**src/tsc_pkg.sv**
```systemverilog
// Shared constants, types and microcode for the Taylor sine/cosine block.
// Depends on nothing; imported by taylor_sine_cosine.
package tsc_pkg;

  localparam int FRAC_BITS = 29;
  localparam int MAX_TERMS = 32;

  localparam int ANGLE_W = 32;
  localparam int THR_W   = 30;
  localparam int CNT_W   = 6;
  localparam int MAG_W   = 57;              // term magnitude, capped at 2^56
  localparam int X2_W    = 34;              // x*x >> FRAC_BITS
  localparam int SUM_W   = 64;
  localparam int MULA_W  = 32;
  localparam int MULB_W  = 17;
  localparam int PP_W    = MULA_W + MULB_W;
  localparam int ACC_W   = 91;              // holds mag * x2 exactly
  localparam int SHR_W   = ACC_W - FRAC_BITS;
  localparam int DQ_W    = 64;              // dividend / quotient shift register
  localparam int DEN_W   = 13;              // largest factor product is 64*65
  localparam int DIV_BITS = 8;              // quotient bits resolved per cycle
  localparam int DIV_CYC  = DQ_W / DIV_BITS;
  localparam int DCNT_W   = $clog2(DIV_CYC);
  localparam int PC_W     = 4;

  localparam logic [MAG_W-1:0] TERM_CAP = MAG_W'(1) << (MAG_W - 1);
  localparam logic [THR_W-1:0] THR_RESET = THR_W'(537);

  typedef enum logic [3:0] {
    OP_SQ_LO = 4'd0,
    OP_SQ_HI = 4'd1,
    OP_LDX2  = 4'd2,
    OP_M00   = 4'd3,
    OP_M01   = 4'd4,
    OP_M10   = 4'd5,
    OP_M11   = 4'd6,
    OP_SAT   = 4'd7,
    OP_DIV   = 4'd8,
    OP_ACC   = 4'd9,
    OP_DEN   = 4'd10,
    OP_EMIT  = 4'd11
  } op_t;

  typedef enum logic [1:0] {
    C_NEXT = 2'd0,   // fall through
    C_DIV  = 2'd1,   // loop to target until the divider is done
    C_MORE = 2'd2,   // jump to target unless the series stops
    C_END  = 2'd3    // leave the program
  } cond_t;

  typedef struct packed {
    op_t              op;
    cond_t            cond;
    logic [PC_W-1:0]  target;
  } uword_t;

  localparam logic [PC_W-1:0] PC_TERM = PC_W'(3);
  localparam logic [PC_W-1:0] PC_DIV  = PC_W'(8);
  localparam logic [PC_W-1:0] PC_NONE = PC_W'(0);

  function automatic uword_t ucode(input logic [PC_W-1:0] pc);
    uword_t w;
    unique case (pc)
      PC_W'(0):  w = '{OP_SQ_LO, C_NEXT, PC_NONE};
      PC_W'(1):  w = '{OP_SQ_HI, C_NEXT, PC_NONE};
      PC_W'(2):  w = '{OP_LDX2,  C_NEXT, PC_NONE};
      PC_W'(3):  w = '{OP_M00,   C_NEXT, PC_NONE};
      PC_W'(4):  w = '{OP_M01,   C_NEXT, PC_NONE};
      PC_W'(5):  w = '{OP_M10,   C_NEXT, PC_NONE};
      PC_W'(6):  w = '{OP_M11,   C_NEXT, PC_NONE};
      PC_W'(7):  w = '{OP_SAT,   C_NEXT, PC_NONE};
      PC_W'(8):  w = '{OP_DIV,   C_DIV,  PC_DIV};
      PC_W'(9):  w = '{OP_ACC,   C_NEXT, PC_NONE};
      PC_W'(10): w = '{OP_DEN,   C_MORE, PC_TERM};
      PC_W'(11): w = '{OP_EMIT,  C_END,  PC_NONE};
      default:   w = '{OP_EMIT,  C_END,  PC_NONE};
    endcase
    return w;
  endfunction

  // Factor product for term k: (2k-1)(2k) for cosine, (2k)(2k+1) for sine
  function automatic logic [DEN_W-1:0] den_f(input logic [CNT_W:0] k, input logic cosine);
    logic [CNT_W+1:0] two_k;
    logic [CNT_W+1:0] other;
    logic [2*CNT_W+3:0] prod;
    two_k = {k, 1'b0};
    other = cosine ? two_k - (CNT_W+2)'(1) : two_k + (CNT_W+2)'(1);
    prod  = (2*CNT_W+4)'(two_k) * (2*CNT_W+4)'(other);
    return prod[DEN_W-1:0];
  endfunction

endpackage

```
**src/taylor_sine_cosine.sv**
```systemverilog
// Taylor-series sine/cosine: microcoded sequencer, shared 32x17 multiplier,
// 8-bit-per-cycle restoring divider. Depends on tsc_pkg.
//
// Usage:
//   Pulse start with func (0 sine, 1 cosine) and angle (signed Q2.29) while
//   busy is low; the transaction is taken at that edge and busy rises.
//   When the series finishes, done is high for exactly one cycle with value
//   (sum saturated to signed Q2.29), terms_used and limit_hit; busy drops in
//   that same cycle, so the next start may be taken while done is shown.
//   The receiver cannot stall; done is not held beyond that cycle, but value,
//   terms_used and limit_hit keep their contents until the next result.
//   The series adds 1 to 32 terms. After accept, 3 setup steps form x*x,
//   then each term takes 4 multiply steps, 1 saturation step, 8 divide
//   steps and 2 update steps. No new start is taken while busy; the next
//   start is taken at the edge that ends the done cycle.
//   stop_threshold is written through cfg_valid/cfg_ready/cfg_data while
//   busy and start are both low. Synchronous reset clears busy and done and
//   loads the threshold with 537.
module taylor_sine_cosine import tsc_pkg::*; (
  input  logic                      clk,
  input  logic                      rst,
  input  logic                      start,
  output logic                      busy,
  input  logic                      func,
  input  logic signed [ANGLE_W-1:0] angle,
  input  logic                      cfg_valid,
  output logic                      cfg_ready,
  input  logic        [THR_W-1:0]   cfg_data,
  output logic                      done,
  output logic signed [ANGLE_W-1:0] value,
  output logic        [CNT_W-1:0]   terms_used,
  output logic                      limit_hit
);

  logic [THR_W-1:0]         thr;
  logic [PC_W-1:0]          pc;
  logic [DCNT_W-1:0]        div_cnt;
  logic                     cosine;
  logic                     neg;
  logic [ANGLE_W-1:0]       xmag;
  logic [X2_W-1:0]          x2;
  logic [MAG_W-1:0]         mag;
  logic signed [SUM_W-1:0]  sum;
  logic [CNT_W-1:0]         count;
  logic [ACC_W-1:0]         acc;
  logic [DQ_W-1:0]          dq;
  logic [DEN_W-1:0]         rem;
  logic [DEN_W-1:0]         denom;

  uword_t                   uw;
  logic [MULA_W-1:0]        mul_a;
  logic [MULB_W-1:0]        mul_b;
  logic [PP_W-1:0]          pp;
  logic [ACC_W-1:0]         acc_next;
  logic [SHR_W-1:0]         shr;
  logic [MAG_W-1:0]         mag_sat;
  logic [DQ_W-1:0]          dq_next;
  logic [DEN_W-1:0]         rem_next;
  logic                     stop;
  logic [ANGLE_W-1:0]       angle_mag;
  logic signed [ANGLE_W-1:0] value_next;
  logic signed [SUM_W-1:0]  term_ext;

  assign uw        = ucode(pc);
  // Hold off threshold writes while busy or while a command is being taken
  assign cfg_ready = !busy && !start;
  assign angle_mag = angle[ANGLE_W-1] ? ANGLE_W'(-angle) : ANGLE_W'(angle);
  assign stop      = (mag < MAG_W'(thr)) || (count >= CNT_W'(MAX_TERMS));
  assign term_ext  = signed'(SUM_W'(dq[MAG_W-1:0]));

  // Shared multiplier and accumulator
  always_comb begin
    mul_a    = xmag;
    mul_b    = xmag[MULB_W-1:0];
    acc_next = acc;
    unique case (uw.op)
      OP_SQ_LO: begin
        mul_a = xmag;
        mul_b = xmag[MULB_W-1:0];
      end
      OP_SQ_HI: begin
        mul_a = xmag;
        mul_b = MULB_W'(xmag[ANGLE_W-1:MULB_W]);
      end
      OP_M00: begin
        mul_a = mag[MULA_W-1:0];
        mul_b = x2[MULB_W-1:0];
      end
      OP_M01: begin
        mul_a = mag[MULA_W-1:0];
        mul_b = x2[X2_W-1:MULB_W];
      end
      OP_M10: begin
        mul_a = MULA_W'(mag[MAG_W-1:MULA_W]);
        mul_b = x2[MULB_W-1:0];
      end
      OP_M11: begin
        mul_a = MULA_W'(mag[MAG_W-1:MULA_W]);
        mul_b = x2[X2_W-1:MULB_W];
      end
      default: begin
        mul_a = xmag;
        mul_b = xmag[MULB_W-1:0];
      end
    endcase
    pp = PP_W'(mul_a) * PP_W'(mul_b);
    unique case (uw.op)
      OP_SQ_LO, OP_M00: acc_next = ACC_W'(pp);
      OP_SQ_HI, OP_M01: acc_next = acc + (ACC_W'(pp) << MULB_W);
      OP_M10:           acc_next = acc + (ACC_W'(pp) << MULA_W);
      OP_M11:           acc_next = acc + (ACC_W'(pp) << PP_W);
      default:          acc_next = acc;
    endcase
  end

  // Cap the shifted product at 2^56
  assign shr     = acc[ACC_W-1:FRAC_BITS];
  assign mag_sat = (shr > SHR_W'(TERM_CAP)) ? TERM_CAP : shr[MAG_W-1:0];

  // Restoring division, DIV_BITS quotient bits per cycle
  always_comb begin
    logic [DEN_W:0] trial;
    dq_next  = dq;
    rem_next = rem;
    for (int i = 0; i < DIV_BITS; i++) begin
      trial = {rem_next, dq_next[DQ_W-1]};
      if (trial >= (DEN_W+1)'(denom)) begin
        rem_next = DEN_W'(trial - (DEN_W+1)'(denom));
        dq_next  = {dq_next[DQ_W-2:0], 1'b1};
      end else begin
        rem_next = trial[DEN_W-1:0];
        dq_next  = {dq_next[DQ_W-2:0], 1'b0};
      end
    end
  end

  // Saturate the 64-bit sum to the output width
  always_comb begin
    if (sum[SUM_W-1:ANGLE_W-1] == '0 || sum[SUM_W-1:ANGLE_W-1] == '1) begin
      value_next = sum[ANGLE_W-1:0];
    end else if (sum[SUM_W-1]) begin
      value_next = {1'b1, {(ANGLE_W-1){1'b0}}};
    end else begin
      value_next = {1'b0, {(ANGLE_W-1){1'b1}}};
    end
  end

  // Sequencer and control
  always_ff @(posedge clk) begin
    if (rst) begin
      busy <= 1'b0;
      done <= 1'b0;
      pc   <= '0;
      thr  <= THR_RESET;
    end else begin
      done <= 1'b0;
      if (cfg_valid && cfg_ready) begin
        thr <= cfg_data;
      end
      if (!busy) begin
        if (start) begin
          busy <= 1'b1;
          pc   <= '0;
        end
      end else begin
        unique case (uw.cond)
          C_NEXT: pc <= pc + PC_W'(1);
          C_DIV:  pc <= (div_cnt == DCNT_W'(DIV_CYC - 1)) ? pc + PC_W'(1) : uw.target;
          C_MORE: pc <= stop ? pc + PC_W'(1) : uw.target;
          C_END: begin
            busy <= 1'b0;
            done <= 1'b1;
            pc   <= '0;
          end
        endcase
      end
    end
  end

  // Datapath
  always_ff @(posedge clk) begin
    if (!busy) begin
      if (start) begin
        cosine <= func;
        xmag   <= angle_mag;
        count  <= '0;
        if (func) begin
          mag <= MAG_W'(1) << FRAC_BITS;
          neg <= 1'b0;
          sum <= SUM_W'(1) << FRAC_BITS;
        end else begin
          mag <= MAG_W'(angle_mag);
          neg <= angle[ANGLE_W-1];
          sum <= SUM_W'(angle);
        end
      end
    end else begin
      unique case (uw.op)
        OP_SQ_LO, OP_SQ_HI, OP_M00, OP_M01, OP_M10, OP_M11: acc <= acc_next;
        OP_LDX2: begin
          x2    <= acc[FRAC_BITS +: X2_W];
          denom <= den_f((CNT_W+1)'(count) + (CNT_W+1)'(1), cosine);
        end
        OP_SAT: begin
          dq      <= DQ_W'(mag_sat);
          rem     <= '0;
          div_cnt <= '0;
        end
        OP_DIV: begin
          dq      <= dq_next;
          rem     <= rem_next;
          div_cnt <= div_cnt + DCNT_W'(1);
        end
        OP_ACC: begin
          mag   <= dq[MAG_W-1:0];
          neg   <= !neg;
          sum   <= neg ? sum + term_ext : sum - term_ext;
          count <= count + CNT_W'(1);
        end
        OP_DEN: denom <= den_f((CNT_W+1)'(count) + (CNT_W+1)'(1), cosine);
        OP_EMIT: begin
          value      <= value_next;
          terms_used <= count;
          limit_hit  <= (mag >= MAG_W'(thr));
        end
        default: ;
      endcase
    end
  end

  // A result only appears as the program leaves
  a_done_ends_busy: assert property (@(posedge clk) disable iff (rst)
    $fell(busy) |-> done)
    else $error("busy dropped without a result strobe");

  a_done_after_busy: assert property (@(posedge clk) disable iff (rst)
    done |-> $past(busy))
    else $error("result strobe without a transaction in flight");

  a_term_count: assert property (@(posedge clk) disable iff (rst)
    done |-> (count != '0) && (count <= CNT_W'(MAX_TERMS)))
    else $error("term count out of range");

  a_limit_at_cap: assert property (@(posedge clk) disable iff (rst)
    (done && limit_hit) |-> (count == CNT_W'(MAX_TERMS)))
    else $error("limit flag set before the term cap");

  a_mag_capped: assert property (@(posedge clk) disable iff (rst)
    (busy && pc == PC_DIV) |-> (mag <= TERM_CAP))
    else $error("term magnitude above cap");

endmodule
```
**config.mk**
```make
export PLATFORM = sky130hd
export DESIGN_NAME = taylor_sine_cosine
export DESIGN_NICKNAME = d
export VERILOG_FILES = /design/src/tsc_pkg.sv /design/src/taylor_sine_cosine.sv
export SDC_FILE = /design/constraint.sdc
export NUM_CORES = 2
export LEC_CHECK = 0
export BUFFER_PORTS_ARGS = -buffer_cell sky130_fd_sc_hd__buf_2
export CORE_MARGIN = 2
export CORE_UTILIZATION = 56
export CTS_BUF_LIST = sky130_fd_sc_hd__clkbuf_16
export CTS_CLUSTER_SIZE = 16
export DETAILED_ROUTE_END_ITERATION = 7
export PLACE_DENSITY = 0.77
export SKIP_LAST_GASP = 1
export SYNTH_ARGS = -nofsm -noshare
export SYNTH_HDL_FRONTEND = slang
export SYNTH_SLANG_ARGS = --single-unit
```
**constraint.sdc**
```tcl
create_clock -name clk -period 20.2 [get_ports clk]
set_input_delay 1.01 -clock clk [delete_from_list [all_inputs] [get_ports clk]]
set_output_delay 1.01 -clock clk [all_outputs]
set_load 0.01 [all_outputs]
```
==> out/results.ini <==
[timing]
skew_ns=0.0384
timing.slew.headroom_pct=12.9
fin_crit_ns=18.96
timing.final.ws_setup_ns=1.24
tightest_slew_ns=1.30
post-route-period-util_pct=93.9
setup_violations=0
hold_viol_final=0
whs_ns=0.463
slew_violations=0
fmax_mhz=52.7

[synthesis]
synth_top_family_by_area=adder cells
synthMuxAreaShare_pct=1.20
yosysUniqueCellTypes=96
ys_ff_latch=444
syn_inst=6193
synth_xor_area_share_pct=6.58
syn_nets=7230
netlist_area_um2=55000
synthTopCellsByArea=edfxtp_1, fa_1, ha_1
avgSynthCellArea_um2=8.87
synth-compound-area-share_pct=17.8
synthArstFlopShare_pct=0
synth_top_cell_area_share_pct=21.9
synth-adder-area-share_pct=28.7
synth-warning-count=0
ys_seq_area_share_pct=23.5
synth_ff_type=edfxtp_1
yosysTopAreaCell=edfxtp_1
yosys.area_share.simple_pct=15.8
synth-edff-count=400

[setup_path]
startpoint=denom[9]
cp.arrival_ns=19.33
cp.required_ns=20.57
r2r_end=rem[11]
cp-start-kind=register
endpoint_kind=register
worst-setup-path-type=register to register
cpPeakStageDelay_ns=0.51
critPathSlowestCell=o211ai_1
worst-path-buf-inv=8
r2r_slack_ns=1.24
worstPathMaxFanout=21
crit_top_cell=a21oi_1
rr_worst_depth=88
r2r_start=denom[9]
crit_family=compound AO/OA/AOI/OAI gates

[min_path]
hold_path_depth=2
hp-class=register to register
min-delay-start=thr[5]
min_to=thr[5]

[final_layout]
fin_cells=7576
areaGrowthSynthToFinish_pct=7.77
fin_nets=7291
stdcell_area_um2=59200
drive_above_1_share_pct=7.29
final_common_cell=nand2_1
final_cell_mix=nand2_1, inv_1, fa_1

[place]
port_buffers=108
dpl_worst_slack_ns=0.258
dpl_cell_area_um2=57300
gp_congestion=1.00
dp.cells=7473
dpl.hpwl_um=145000

[clock_network]
clk_pin_slew_ns=0.06
cts_tree=yes
root_buffer=clkbuf_16
numCtsBuffers=49
cts_max_path_buffers=3
cts.sinks=444
clk_latency_ns=0.64
htree_levels=2
cts_hold_buffers=0

[floorplanning]
initial_utilization_pct=56.7
dieArea_um2=101000
rows=114
die_y_um=317
die_x_um=317
coreArea_um2=97000
io_pins=109

[grt]
grt_overflow=0
grt_max_degree=71
grtUsageTotal_pct=37.3
antenna_found_initial=13
grt_pass1_wl_um=284000
grt_pass1_vias=47200

[route]
wire_per_inst_um=24.8
ant_nets=0
drt-vias-per-instance=6.37
vias=48300
drc=0
initialDrtViolationCount=5389
first_pass_iters=8
wl_um=188000

[outcome]
status=completed

[job]
max-cap-violations=0

-- worst register-to-register path: cells and delay by family (launching register included) --
family / cells / cell delay (ns)
AO/OA/AOI/OAI: 48 / 9.46
flip-flops: 1 / 0.36
adder cells (fa/ha/maj): 8 / 2.70
multiplexers: 6 / 1.79
AND/OR/NAND/NOR: 18 / 2.90
buffers and inverters: 8 / 1.52
-- state kept, by name, indices dropped and copies added, names as in the netlist, 3 cells and up --
register,count
uw,8
x2,34
xmag,32
count,6
value,32
terms_used,6
pc,4
div_cnt,3
thr,30
mag,57
denom,12
rem,13
sum,64
acc,74
dq,64
-- how the worst max path moves through the flow --
stage               cells past startpoint       to
finish                                 88  rem[11]
floorplan                              93  rem[10]
CTS                                    87  rem[11]
global route                           88   rem[9]
detailed placement                     87  rem[11]
global placement                       89   rem[6]
-- cells in the mapped netlist (13+ instances only) --
cell type / count
edfxtp_1: 400
o21a_1: 61
mux2i_1: 25
fa_1: 488
o21ai_0: 289
o21ai_1: 13
nor2_1: 368
o31ai_1: 31
nand2_1: 858
mux2_2: 30
a21oi_1: 375
nand4_1: 65
ha_1: 482
inv_1: 686
dfxtp_1: 44
o211ai_1: 27
and3_1: 51
o221ai_1: 22
a21o_1: 231
nor2b_1: 70
a31oi_1: 31
nand3_1: 86
nor3_1: 90
o21bai_1: 36
xnor2_1: 247
o22ai_1: 33
nor4_1: 48
a22oi_1: 67
or4_1: 16
xor2_1: 166
a22o_1: 76
and2_1: 86
nand2b_1: 78
a211oi_1: 30
clkbuf_1: 224
or3_1: 30
or2_2: 13
-- stage by stage --
stage | setup TNS [ns] | util, %
after floorplan | 0 | -
after global placement | 0 | 59.1
after detailed placement | 0 | 59.1
after CTS | 0 | 60.8
after global routing | -0.609 | 61.1
final | 0 | 61.1
-- what timing repair did --
item / in CTS / in global routing
endpoints found under the setup margin: 0 / 13
buffers inserted: 0 / 6
gates resized for setup: 0 / 38
-- routing by layer --
metal / up-vias / routed length (µm) / GRT usage (%)
met5: - / 55 / 0
met2: 2507 / 84900 / 59.3
li1: 21600 / - / -
met4: 10 / 11000 / 17.8
met1: 23600 / 73300 / 49.4
met3: 543 / 18400 / 6.72
-- area by class of cell --
class                      count  area [µm²]
multi-input combinational   4821       38800
fill                        8454       37800
sequential                   444       12900
inverter                     688        2580
timing repair buffer         250        1610
tap                         1276        1600
clock buffer                  49        1230
clock inverter                43         483
antenna                        5        12.5
-- logic make-up after synthesis --
| family | count (synthesis) |
|---|---|
| other | 1 |
| adders and majority gates | 970 |
| DFF | 444 |
| and+or+nand+nor | 1898 |
| AOI/OAI and AO/OA | 1479 |
| buffers and inverters | 928 |
| muxes | 60 |
| xor gates and xnor gates | 413 |
Power is not shown: default switching activity piles up to over one toggle a cycle in this logic, so the estimate is an artifact.
